## src/sv/sppq_pkg.sv

```systemverilog
`timescale 1ns / 1ps
// ----------------------------------------------------------------------------
// sppq_pkg
// Shared types, codes and defaults of the strict-priority paced queue.
// ----------------------------------------------------------------------------
package sppq_pkg;

   // Default sizes, handed to the top level parameters
   localparam int NUM_PRIORITIES_DEF = 8;
   localparam int FIFO_DEPTH_DEF     = 16;

   // Field widths
   localparam int ACTIVE_W   = 4;
   localparam int INTERVAL_W = 16;
   localparam int FPRIO_W    = 3;
   localparam int IPRIO_W    = 4;
   localparam int HANDLE_W   = 16;
   localparam int SPRIO_W    = 3;
   localparam int DROP_W     = 2;
   localparam int REQ_DATA_W = 24;
   localparam int RSP_DATA_W = 24;
   localparam int CSR_IDX_W  = 1;
   localparam int CSR_DATA_W = 16;

   // Configuration reset values
   localparam logic [ACTIVE_W-1:0]   ACTIVE_RESET   = 4'd8;
   localparam logic [INTERVAL_W-1:0] INTERVAL_RESET = 16'd1;

   // Configuration register indexes
   localparam logic [CSR_IDX_W-1:0] CSR_ACTIVE_PRIO = 1'b0;
   localparam logic [CSR_IDX_W-1:0] CSR_INTERVAL    = 1'b1;

   // Item kind carried in tuser
   typedef enum logic {
      ACT_ENQUEUE = 1'b0,
      ACT_TICK    = 1'b1
   } action_type;

   // Drop reason of an enqueue
   typedef enum logic [DROP_W-1:0] {
      DROP_NONE    = 2'd0,
      DROP_INVALID = 2'd1,
      DROP_FULL    = 2'd2
   } drop_type;

   // Controller states
   typedef enum logic {
      ST_IDLE = 1'b0,
      ST_EMIT = 1'b1
   } state_type;

   // Controller to datapath
   typedef struct packed {
      logic accept;   // input word taken this cycle
      logic load;     // move pending result into the output register
   } cmd_type;

   // Datapath to controller
   typedef struct packed {
      logic out_free; // output register empty or being drained
   } status_type;

endpackage

```

## src/sv/sppq_ram.sv

```systemverilog
`timescale 1ns / 1ps
// ----------------------------------------------------------------------------
// sppq_ram
// Simple dual-port RAM, one write and one read port, registered read data.
// ----------------------------------------------------------------------------
module sppq_ram #(
   parameter int WIDTH = 16,
   parameter int DEPTH = 128
) (
   input  logic                     clock,
   input  logic                     wr_en,
   input  logic [$clog2(DEPTH)-1:0] wr_addr,
   input  logic [WIDTH-1:0]         wr_data,
   input  logic                     rd_en,
   input  logic [$clog2(DEPTH)-1:0] rd_addr,
   output logic [WIDTH-1:0]         rd_data
);

   logic [WIDTH-1:0] mem_ff [DEPTH];
   logic [WIDTH-1:0] rd_data_ff;

   // Write port
   always_ff @(posedge clock) begin
      if (wr_en) begin
         mem_ff[wr_addr] <= wr_data;
      end
   end

   // Registered read port
   always_ff @(posedge clock) begin
      if (rd_en) begin
         rd_data_ff <= mem_ff[rd_addr];
      end
   end

   assign rd_data = rd_data_ff;

endmodule

```

## src/sv/sppq_ctrl.sv

```systemverilog
`timescale 1ns / 1ps
// ----------------------------------------------------------------------------
// sppq_ctrl
// Controller: takes one input word, then hands its result to the output
// register before taking the next one.
// ----------------------------------------------------------------------------
module sppq_ctrl (
   input  logic                  clock,
   input  logic                  reset,
   input  logic                  req_tvalid,
   output logic                  req_tready,
   input  sppq_pkg::status_type  status,
   output sppq_pkg::cmd_type     cmd
);
   import sppq_pkg::*;

   state_type state_ff;
   state_type state_in;

   // State register
   always_ff @(posedge clock) begin
      if (reset) begin
         state_ff <= ST_IDLE;
      end else begin
         state_ff <= state_in;
      end
   end

   // Next state
   always_comb begin
      state_in = state_ff;
      case (state_ff)
         ST_IDLE: begin
            if (req_tvalid) begin
               state_in = ST_EMIT;
            end
         end
         ST_EMIT: begin
            if (status.out_free) begin
               state_in = ST_IDLE;
            end
         end
         default: state_in = ST_IDLE;
      endcase
   end

   // Outputs
   always_comb begin
      req_tready = 1'b0;
      cmd        = '0;
      case (state_ff)
         ST_IDLE: begin
            req_tready = 1'b1;
            cmd.accept = req_tvalid;
         end
         ST_EMIT: begin
            cmd.load = status.out_free;
         end
         default: begin
            req_tready = 1'b0;
         end
      endcase
   end

endmodule

```

## src/sv/sppq_dp.sv

```systemverilog
`timescale 1ns / 1ps
// ----------------------------------------------------------------------------
// sppq_dp
// Datapath: configuration registers, per-priority FIFO pointers and counts,
// packet store, pacing countdown, pending result and output register.
// ----------------------------------------------------------------------------
module sppq_dp #(
   parameter int NUM_PRIORITIES = sppq_pkg::NUM_PRIORITIES_DEF,
   parameter int FIFO_DEPTH     = sppq_pkg::FIFO_DEPTH_DEF
) (
   input  logic                                clock,
   input  logic                                reset,
   input  sppq_pkg::cmd_type                   cmd,
   output sppq_pkg::status_type                status,
   input  logic                                req_action,
   input  logic [sppq_pkg::FPRIO_W-1:0]        req_fprio,
   input  logic [sppq_pkg::IPRIO_W-1:0]        req_iprio,
   input  logic [sppq_pkg::HANDLE_W-1:0]       req_handle,
   input  logic                                csr_valid,
   input  logic [sppq_pkg::CSR_IDX_W-1:0]      csr_index,
   input  logic [sppq_pkg::CSR_DATA_W-1:0]     csr_data,
   output logic                                rsp_tvalid,
   input  logic                                rsp_tready,
   output logic [sppq_pkg::RSP_DATA_W-1:0]     rsp_tdata
);
   import sppq_pkg::*;

   localparam int QW          = (NUM_PRIORITIES > 1) ? $clog2(NUM_PRIORITIES) : 1;
   localparam int LW          = $clog2(NUM_PRIORITIES + 1);
   localparam int PW          = $clog2(FIFO_DEPTH);
   localparam int CW          = $clog2(FIFO_DEPTH + 1);
   localparam int STORE_DEPTH = NUM_PRIORITIES * FIFO_DEPTH;
   localparam int AW          = $clog2(STORE_DEPTH);

   // Configuration
   logic [ACTIVE_W-1:0]   active_ff;
   logic [INTERVAL_W-1:0] interval_ff;

   // Queue state
   logic [PW-1:0]         head_ff  [NUM_PRIORITIES];
   logic [PW-1:0]         head_in  [NUM_PRIORITIES];
   logic [PW-1:0]         tail_ff  [NUM_PRIORITIES];
   logic [PW-1:0]         tail_in  [NUM_PRIORITIES];
   logic [CW-1:0]         count_ff [NUM_PRIORITIES];
   logic [CW-1:0]         count_in [NUM_PRIORITIES];
   logic                  running_ff;
   logic                  running_in;
   logic [INTERVAL_W-1:0] countdown_ff;
   logic [INTERVAL_W-1:0] countdown_in;

   // Pending result
   logic                  pend_sv_ff;
   logic                  pend_sv_in;
   logic [SPRIO_W-1:0]    pend_sp_ff;
   logic [SPRIO_W-1:0]    pend_sp_in;
   drop_type              pend_drop_ff;
   drop_type              pend_drop_in;
   logic                  pend_busy_ff;
   logic                  pend_busy_in;

   // Output register
   logic                  rsp_valid_ff;
   logic                  rsp_valid_in;
   logic [RSP_DATA_W-1:0] rsp_data_ff;
   logic [RSP_DATA_W-1:0] rsp_data_in;

   // Combinational helpers
   logic [LW-1:0]         levels;
   logic [INTERVAL_W-1:0] reload;
   logic [INTERVAL_W-1:0] cd_dec;
   logic [NUM_PRIORITIES-1:0] served;
   logic [NUM_PRIORITIES-1:0] left_mask;
   logic                  found;
   logic [QW-1:0]         sel;
   logic                  frame_bad;
   logic                  iprio_ok;
   logic [IPRIO_W-1:0]    q_wide;
   logic [QW-1:0]         q;
   logic                  q_full;
   logic                  any_left;
   logic [7:0]            sel_ext;

   // Store ports
   logic                  ram_wr_en;
   logic [AW-1:0]         ram_wr_addr;
   logic                  ram_rd_en;
   logic [AW-1:0]         ram_rd_addr;
   logic [HANDLE_W-1:0]   ram_rd_data;

   sppq_ram #(
      .WIDTH (HANDLE_W),
      .DEPTH (STORE_DEPTH)
   ) u_store (
      .clock   (clock),
      .wr_en   (ram_wr_en),
      .wr_addr (ram_wr_addr),
      .wr_data (req_handle),
      .rd_en   (ram_rd_en),
      .rd_addr (ram_rd_addr),
      .rd_data (ram_rd_data)
   );

   // Configuration writes
   always_ff @(posedge clock) begin
      if (reset) begin
         active_ff   <= ACTIVE_RESET;
         interval_ff <= INTERVAL_RESET;
      end else if (csr_valid) begin
         case (csr_index)
            CSR_ACTIVE_PRIO: active_ff   <= csr_data[ACTIVE_W-1:0];
            CSR_INTERVAL:    interval_ff <= csr_data[INTERVAL_W-1:0];
            default:         active_ff   <= active_ff;
         endcase
      end
   end

   // Clamp level count, floor interval at one
   assign levels = (32'(active_ff) > NUM_PRIORITIES) ? LW'(NUM_PRIORITIES)
                                                     : LW'(active_ff);
   assign reload = (interval_ff == '0) ? INTERVAL_W'(1) : interval_ff;
   assign cd_dec = (countdown_ff != '0) ? countdown_ff - INTERVAL_W'(1) : '0;

   // Pick the enqueue target
   assign frame_bad = 32'(req_fprio) >= 32'(levels);
   assign iprio_ok  = !req_iprio[IPRIO_W-1] &&
                      (32'(req_iprio[IPRIO_W-2:0]) < 32'(levels));
   assign q_wide    = iprio_ok ? {1'b0, req_iprio[IPRIO_W-2:0]} : {1'b0, req_fprio};
   assign q         = q_wide[QW-1:0];
   assign q_full    = count_ff[q] == CW'(FIFO_DEPTH);

   // Lowest-numbered active, non-empty queue
   always_comb begin
      found = 1'b0;
      sel   = '0;
      for (int i = 0; i < NUM_PRIORITIES; i++) begin
         served[i] = (count_ff[i] != '0) && (i < 32'(levels));
         if (served[i] && !found) begin
            found = 1'b1;
            sel   = QW'(i);
         end
      end
   end

   // Queues still holding packets after the pop
   always_comb begin
      for (int i = 0; i < NUM_PRIORITIES; i++) begin
         left_mask[i] = served[i] &&
                        !(found && (sel == QW'(i)) && (count_ff[i] == CW'(1)));
      end
   end
   assign any_left = |left_mask;
   assign sel_ext  = 8'(sel);

   // Item processing
   always_comb begin
      head_in      = head_ff;
      tail_in      = tail_ff;
      count_in     = count_ff;
      running_in   = running_ff;
      countdown_in = countdown_ff;
      pend_sv_in   = pend_sv_ff;
      pend_sp_in   = pend_sp_ff;
      pend_drop_in = pend_drop_ff;
      pend_busy_in = pend_busy_ff;
      ram_wr_en    = 1'b0;
      ram_wr_addr  = AW'(32'(q) * FIFO_DEPTH + 32'(tail_ff[q]));
      ram_rd_en    = 1'b0;
      ram_rd_addr  = AW'(32'(sel) * FIFO_DEPTH + 32'(head_ff[sel]));
      if (cmd.accept) begin
         pend_sv_in   = 1'b0;
         pend_sp_in   = '0;
         pend_drop_in = DROP_NONE;
         if (req_action == ACT_ENQUEUE) begin
            if (frame_bad) begin
               pend_drop_in = DROP_INVALID;
            end else if (q_full) begin
               pend_drop_in = DROP_FULL;
            end else begin
               ram_wr_en   = 1'b1;
               tail_in[q]  = (tail_ff[q] == PW'(FIFO_DEPTH - 1)) ? '0
                                                                : tail_ff[q] + PW'(1);
               count_in[q] = count_ff[q] + CW'(1);
               if (!running_ff) begin
                  running_in   = 1'b1;
                  countdown_in = reload;
               end
            end
         end else if (running_ff) begin
            countdown_in = cd_dec;
            if (cd_dec == '0) begin
               // Fire: send one packet, reload while work remains
               if (found) begin
                  ram_rd_en     = 1'b1;
                  head_in[sel]  = (head_ff[sel] == PW'(FIFO_DEPTH - 1)) ? '0
                                                                        : head_ff[sel] + PW'(1);
                  count_in[sel] = count_ff[sel] - CW'(1);
                  pend_sv_in    = 1'b1;
                  pend_sp_in    = sel_ext[SPRIO_W-1:0];
               end
               running_in   = any_left;
               countdown_in = any_left ? reload : '0;
            end
         end
         pend_busy_in = running_in;
      end
   end

   // Queue and pacing state
   always_ff @(posedge clock) begin
      if (reset) begin
         for (int i = 0; i < NUM_PRIORITIES; i++) begin
            head_ff[i]  <= '0;
            tail_ff[i]  <= '0;
            count_ff[i] <= '0;
         end
         running_ff   <= 1'b0;
         countdown_ff <= '0;
      end else begin
         head_ff      <= head_in;
         tail_ff      <= tail_in;
         count_ff     <= count_in;
         running_ff   <= running_in;
         countdown_ff <= countdown_in;
      end
   end

   // Pending result
   always_ff @(posedge clock) begin
      pend_sv_ff   <= pend_sv_in;
      pend_sp_ff   <= pend_sp_in;
      pend_drop_ff <= pend_drop_in;
      pend_busy_ff <= pend_busy_in;
   end

   // Output register: load pending word, drop it once taken
   always_comb begin
      rsp_valid_in = rsp_valid_ff;
      rsp_data_in  = rsp_data_ff;
      if (cmd.load) begin
         rsp_valid_in = 1'b1;
         rsp_data_in  = {1'b0, pend_busy_ff, pend_drop_ff, pend_sp_ff,
                         pend_sv_ff ? ram_rd_data : {HANDLE_W{1'b0}}, pend_sv_ff};
      end else if (rsp_tready) begin
         rsp_valid_in = 1'b0;
      end
   end

   always_ff @(posedge clock) begin
      if (reset) begin
         rsp_valid_ff <= 1'b0;
      end else begin
         rsp_valid_ff <= rsp_valid_in;
      end
   end

   always_ff @(posedge clock) begin
      rsp_data_ff <= rsp_data_in;
   end

   assign rsp_tvalid      = rsp_valid_ff;
   assign rsp_tdata       = rsp_data_ff;
   assign status.out_free = !rsp_valid_ff || rsp_tready;

   // Countdown runs exactly while the block is busy
   a_busy_countdown: assert property (@(posedge clock) disable iff (reset)
      running_ff == (countdown_ff != '0))
      else $error("countdown and busy flag disagree");

   // A stored packet always leaves the block busy
   a_enq_starts: assert property (@(posedge clock) disable iff (reset)
      (cmd.accept && req_action == ACT_ENQUEUE && !frame_bad && !q_full)
      |=> running_ff && pend_busy_ff)
      else $error("enqueue did not start the countdown");

   // A fire with a served queue yields a sent word
   a_fire_sends: assert property (@(posedge clock) disable iff (reset)
      (cmd.accept && req_action == ACT_TICK && running_ff && cd_dec == '0 && found)
      |=> pend_sv_ff && pend_drop_ff == DROP_NONE)
      else $error("fire with a waiting packet sent nothing");

   // Sent words carry no drop code
   a_sent_no_drop: assert property (@(posedge clock) disable iff (reset)
      cmd.load && pend_sv_ff |=> rsp_tdata[RSP_DATA_W-3 -: DROP_W] == DROP_NONE)
      else $error("sent word carries a drop code");

endmodule

```

## src/sv/strict_priority_paced_queue.sv

```systemverilog
`timescale 1ns / 1ps
// ----------------------------------------------------------------------------
// strict_priority_paced_queue
// Strict-priority egress queue with one FIFO per level, paced by base ticks.
// ----------------------------------------------------------------------------
// Each input word is either an enqueue or a base tick and returns exactly one
// result word. The block takes a word, updates the FIFO pointers, counts and
// countdown in that cycle, and then, in its emit state, loads the result into
// the output register once the output side is free; the packet store has one
// write and one registered read port, and the handle sent by a tick comes from
// that read. A stalled output holds the block in its emit state until the
// waiting word is taken. Configuration writes are accepted every cycle.
module strict_priority_paced_queue #(
   parameter int NUM_PRIORITIES = sppq_pkg::NUM_PRIORITIES_DEF,
   parameter int FIFO_DEPTH     = sppq_pkg::FIFO_DEPTH_DEF
) (
   input  logic                             clock,
   input  logic                             reset,
   // tuser: [0] action
   input  logic                             req_tuser,
   // tdata: [2:0] frame_priority, [6:3] internal_priority,
   //        [22:7] packet_handle, [23] zero
   input  logic [sppq_pkg::REQ_DATA_W-1:0]  req_tdata,
   input  logic                             req_tvalid,
   output logic                             req_tready,
   // tdata: [0] sent_valid, [16:1] sent_handle, [19:17] sent_priority,
   //        [21:20] drop_code, [22] busy_res, [23] zero
   output logic [sppq_pkg::RSP_DATA_W-1:0]  rsp_tdata,
   output logic                             rsp_tvalid,
   input  logic                             rsp_tready,
   input  logic                             csr_valid,
   output logic                             csr_ready,
   input  logic [sppq_pkg::CSR_IDX_W-1:0]   csr_index,
   input  logic [sppq_pkg::CSR_DATA_W-1:0]  csr_data
);
   import sppq_pkg::*;

   cmd_type    cmd;
   status_type status;

   sppq_ctrl u_ctrl (
      .clock      (clock),
      .reset      (reset),
      .req_tvalid (req_tvalid),
      .req_tready (req_tready),
      .status     (status),
      .cmd        (cmd)
   );

   sppq_dp #(
      .NUM_PRIORITIES (NUM_PRIORITIES),
      .FIFO_DEPTH     (FIFO_DEPTH)
   ) u_dp (
      .clock      (clock),
      .reset      (reset),
      .cmd        (cmd),
      .status     (status),
      .req_action (req_tuser),
      .req_fprio  (req_tdata[2:0]),
      .req_iprio  (req_tdata[6:3]),
      .req_handle (req_tdata[22:7]),
      .csr_valid  (csr_valid),
      .csr_index  (csr_index),
      .csr_data   (csr_data),
      .rsp_tvalid (rsp_tvalid),
      .rsp_tready (rsp_tready),
      .rsp_tdata  (rsp_tdata)
   );

   // Registers are always writable
   assign csr_ready = 1'b1;

endmodule
```

## config.mk

```make
export PLATFORM = sky130hd
export DESIGN_NAME = strict_priority_paced_queue
export DESIGN_NICKNAME = d
export VERILOG_FILES = /design/src/sv/sppq_pkg.sv /design/src/sv/sppq_ram.sv /design/src/sv/sppq_ctrl.sv /design/src/sv/sppq_dp.sv /design/src/sv/strict_priority_paced_queue.sv
export SDC_FILE = /design/constraint.sdc
export NUM_CORES = 2
export LEC_CHECK = 0
export BUFFER_PORTS_ARGS = -buffer_cell sky130_fd_sc_hd__buf_2
export CAP_MARGIN = 0
export CORE_UTILIZATION = 25
export DETAILED_ROUTE_END_ITERATION = 10
export PLACE_DENSITY = 0.45
export SLEW_MARGIN = 25
export SYNTH_ARGS = -nofsm -noshare
export SYNTH_HDL_FRONTEND = slang
export SYNTH_HIERARCHICAL = 1
export SYNTH_SLANG_ARGS = --single-unit
```

## constraint.sdc

```tcl
create_clock -name clock -period 7.9 [get_ports clock]
set_input_delay 1.185 -clock clock [delete_from_list [all_inputs] [get_ports clock]]
set_output_delay 1.185 -clock clock [all_outputs]
set_load 0.005 [all_outputs]
```

==> tab_implementation.tex <==
\begin{tabular}{lr}
\hline
Metric & Value \\
\hline
\multicolumn{2}{l}{\textbf{Clocking}} \\
\quad Clk slew on worst S/H paths & 0.06 ns \\
\quad Worst-skew pair later-pin latency & 0.92 ns \\
\quad Clk sinks & 2237 \\
\quad Buffers inserted by post-CTS timing repair & 0 \\
\quad \# resized after CTS & 0 \\
\quad CTS Root Cell & clkbuf\_16 \\
\quad Max H-tree Level & 4 \\
\quad TritonCTS clock tree & yes \\
\quad CTS hold repair buffers & 0 \\
\quad Number of CTS-inserted buffers & 228 \\
\quad Number of buffers on the longest clock path & 4 \\
\multicolumn{2}{l}{\textbf{Synthesis}} \\
\quad Commonest register cell after synthesis & edfxtp\_1 \\
\quad Post-synthesis cell type count & 107 \\
\quad Portion of the post-synthesis area used by sequential elements & 74.20\% \\
\quad Gate count of the mapped netlist & 4230 \\
\quad Number of warning messages in the yosys log & 6 \\
\quad Post-synthesis area per instance & 20.95 sq um \\
\quad Asr flop ratio synth & 0\% \\
\quad Count of flip-flops with a built-in enable after synthesis & 2094 \\
\quad FF+latch count, synth & 2237 \\
\quad Total standard cell area after synthesis & 88600 sq um \\
\quad Synthesized netlist net count & 4288 \\
\multicolumn{2}{l}{\textbf{Power and ir drop}} \\
\quad Static leakage & 30.89 nW \\
\quad PnR Total Power & 32.73 mW \\
\quad Power per cell area & 316.7 nW/um\^{}2 \\
\quad Largest voltage drop on the vdd net & 294.8 uV \\
\multicolumn{2}{l}{\textbf{Floorplanning}} \\
\quad Die height & 597.3 microns \\
\quad Die footprint & 356800 sq um \\
\quad Die width & 597.3 microns \\
\quad Number of rows created at floorplan & 218 \\
\quad Starting density of the core & 25.12\% \\
\quad Top-level I/O count & 74 \\
\quad Floorplan core area & 352700 sq um \\
\multicolumn{2}{l}{\textbf{Critical path}} \\
\quad Critical path type & flip-flop to flip-flop \\
\quad WP buf/inv & 5 \\
\quad Worst setup SP type & flip-flop \\
\quad Arrival time reported for the critical path endpoint & 7.43 ns \\
\quad Crit-path slowest cell & nor3\_4 \\
\quad Setup crit end kind & flip-flop \\
\quad Cell family with the largest share of critical-path delay & simple AND/OR/NAND/NOR gates \\
\quad Maximum fanout encountered on the critical timing path & 17 \\
\quad Worst Path Required & 8.41 ns \\
\quad Library cell appearing most often on the critical path & buf\_4 \\
\quad Delay of the slowest cell on the worst path & 0.66 ns \\
\quad Sequence of cells on the critical path & inv\_1 -> nand2\_1 -> ha\_1 -> or4b\_4 -> and4\_4 -> nor3\_4 -> inv\_2 -> nor2\_2 -> a221oi\_1 -> o22ai\_2 -> buf\_4 -> nand3\_1 -> buf\_4 -> nor2\_1 -> buf\_4 \\
\multicolumn{2}{l}{\textbf{Timing}} \\
\quad Max-slew headroom & 27.95\% \\
\quad Achievable Freq & 144.7 MHz \\
\quad RSZ-0062 raised after global routing & no \\
\quad Final clock period utilization by the worst path & 87.51\% \\
\quad Summed negative setup slack over all endpoints & 0 ns \\
\quad Total setup violations reported at the end of the flow & 0 \\
\quad Worst Slack Setup Final & 0.9868 ns \\
\quad Fin. max-slew vios & 0 \\
\quad Transition at the pin with the smallest max-transition slack & 1.074 ns \\
\quad Hold Violations, Final & 0 \\
\quad Clock skew & 0.09676 ns \\
\quad Post-layout minimum cycle time & 6.913 ns \\
\multicolumn{2}{l}{\textbf{Global routing}} \\
\quad Largest net degree at the start of global routing & 85 \\
\quad First-pass GRT wire length & 349700 microns \\
\quad Global Route Usage Sum & 13.68\% \\
\quad Vias in the first global route & 45450 \\
\quad Initial antenna violation count & 19 \\
\quad Remaining global-route overflow & 0 \\
\multicolumn{2}{l}{\textbf{Placement}} \\
\quad DP Area & 96090 sq um \\
\quad Post-Place Setup Slack & 0.9747 ns \\
\quad Number of placed cells counting well taps & 9024 \\
\quad GPL Wtd Cong & 0.8202 \\
\quad Count of port buffers added during placement & 70 \\
\quad Half-perimeter wire length after detailed placement & 147000 microns \\
\multicolumn{2}{l}{\textbf{Routing}} \\
\quad Drt first pass iters & 5 \\
\quad Detailed-route wire length & 246600 microns \\
\quad DR WL met2 & 119900 microns \\
\quad Total number of vias & 44000 \\
\quad Average vias per placed instance & 4.660 \\
\quad Detail-routed net length per standard cell & 26.12 microns \\
\quad Starting DRT DRC Count & 4187 \\
\quad Total DRC errors in the routed layout & 0 \\
\quad Top routing layer in use & met5 \\
\quad Met3 Routed Length & 13050 microns \\
\quad Remaining antenna violation count after routing & 0 \\
\quad Wire length the detailed router placed on met1 & 108400 microns \\
\multicolumn{2}{l}{\textbf{Run status}} \\
\quad Status & complete, no violations \\
\multicolumn{2}{l}{\textbf{Final layout}} \\
\quad Final cell count without fillers & 9441 \\
\quad Number of nets in the final layout & 4583 \\
\quad Fill count & 34450 \\
\quad Most frequent standard cell in the layout excluding fill and tap cells & edfxtp\_1 \\
\quad Design Area, Final & 103300 sq um \\
\quad Most frequent cells in the layout & edfxtp\_1, mux4\_2, clkbuf\_16, buf\_4, nor2\_1 \\
\quad Share of layout cells above drive strength 1 & 30.96\% \\
\quad Synth-to-Final Area Change & 16.64\% \\
\multicolumn{2}{l}{\textbf{Worst hold path}} \\
\quad Tightest Hold Check Type & flip-flop to flip-flop \\
\multicolumn{2}{l}{\textbf{Job}} \\
\quad Max capacitance violation total & 0 \\
\hline
\end{tabular}
## kinds of logic after synthesis
family                   after synthesis  share of synthesized area, %
multiplexers                         758                         18.12
other                                  2                      0.008476
XOR/XNOR                              14                        0.1681
flip-flops                          2237                         74.20
AND/OR/NAND/NOR                      619                         3.311
adder cells (fa/ha/maj)               11                        0.1553
AO/OA/AOI/OAI                        330                         2.754
buffers and inverters                259                         1.282
## sequential cells by signal, summed over array words and instances (netlist names), 2 cells and up
register	cells
u_dp/u_store/mem_ff	2048
u_dp/pend_drop_ff	2
u_dp/head_ff	32
u_dp/rsp_tdata	23
u_dp/countdown_ff	16
u_dp/pend_sp_ff	3
u_dp/tail_ff	32
u_dp/count_ff	40
u_dp/interval_ff	16
u_dp/u_store/rd_data	16
u_dp/active_ff	4
## per-layer routing
layer,vias up,GRT usage [%]
li1,18380,-
met1,24030,19.03
met2,1263,22.61
met3,314,1.870
met4,8,3.189
met5,-,0
## stage by stage
stage	utilization, %	hold slack, ns
after CTS	29.28	0.4250
after global placement	27.24	0.4116
final	29.30	0.4202
after detailed placement	27.25	0.4107
after global routing	29.30	0.4262
after floorplan	-	0.4003
## power by group
group	total (mW)	internal (mW)	switching, mW
logic	8.99	3.71	5.27
clock network	10.7	6.08	4.58
registers	13.1	13.0	0.0465
total	32.7	22.8	9.90
## worst reg2reg max path: stages, from the launching register on
cell and delay, ns:
dfxtp_1 0.55, inv_1 0.48, nand2_1 0.18, ha_1 0.26, or4b_4 0.54, and4_4 0.24, nor3_4 0.66, inv_2 0.18
nor2_2 0.44, a221oi_1 0.21, o22ai_2 0.62, buf_4 0.39, nand3_1 0.51, buf_4 0.38, nor2_1 0.56, buf_4 0.40
## synth_stat cells, types with 12 or more instances
master	number	share of area [%]
edfxtp_1	2094	71
clkbuf_1	123	0.52
nor2b_1	12	0.085
a21oi_1	83	0.47
nor4_1	12	0.085
buf_1	29	0.12
o21ai_0	47	0.27
mux4_2	674	17
nand3_1	51	0.29
o22ai_1	16	0.11
buf_2	65	0.37
inv_1	21	0.089
nor2_1	256	1.1
dfxtp_1	143	3.2
nor3_1	41	0.23
and2_1	21	0.15
a22oi_1	17	0.14
nand2_1	133	0.56
mux2_2	28	0.36
a211oi_1	18	0.15
mux2i_1	55	0.62
## cell type report
type	instances	area, sq um	area share [%]
flip-flops and latches	2237	65740	63.62
multi-input cells	1734	22000	21.29
clock buffers	279	5961	5.768
well taps	4730	5918	5.727
repair buffers	297	2360	2.283
clock inverters	129	1231	1.191
inverters	27	108.9	0.1053
diodes	8	20.02	0.01937
## path summary, 6_finish.rpt
| kind | depth (start not counted) | slack, ns | endpoint | from |
|---|---|---|---|---|
| setup / recovery | 15 | 0.99 | u_dp/u_store/mem_ff[65][12]$_DFFE_PP_ | u_dp/active_ff[3]$_SDFFE_PP1P_ |
| hold / removal | 0 | 0.42 | u_dp/rsp_tdata[22]$_DFFE_PP_ | u_dp/pend_busy_ff$_DFFE_PP_ |
| setup reg to reg | 15 | 0.99 | u_dp/u_store/mem_ff[65][12]$_DFFE_PP_ | u_dp/active_ff[3]$_SDFFE_PP1P_ |
| hold reg to reg | 0 | 0.42 | u_dp/rsp_tdata[22]$_DFFE_PP_ | u_dp/pend_busy_ff$_DFFE_PP_ |
Power figures use the tool's default switching activity.
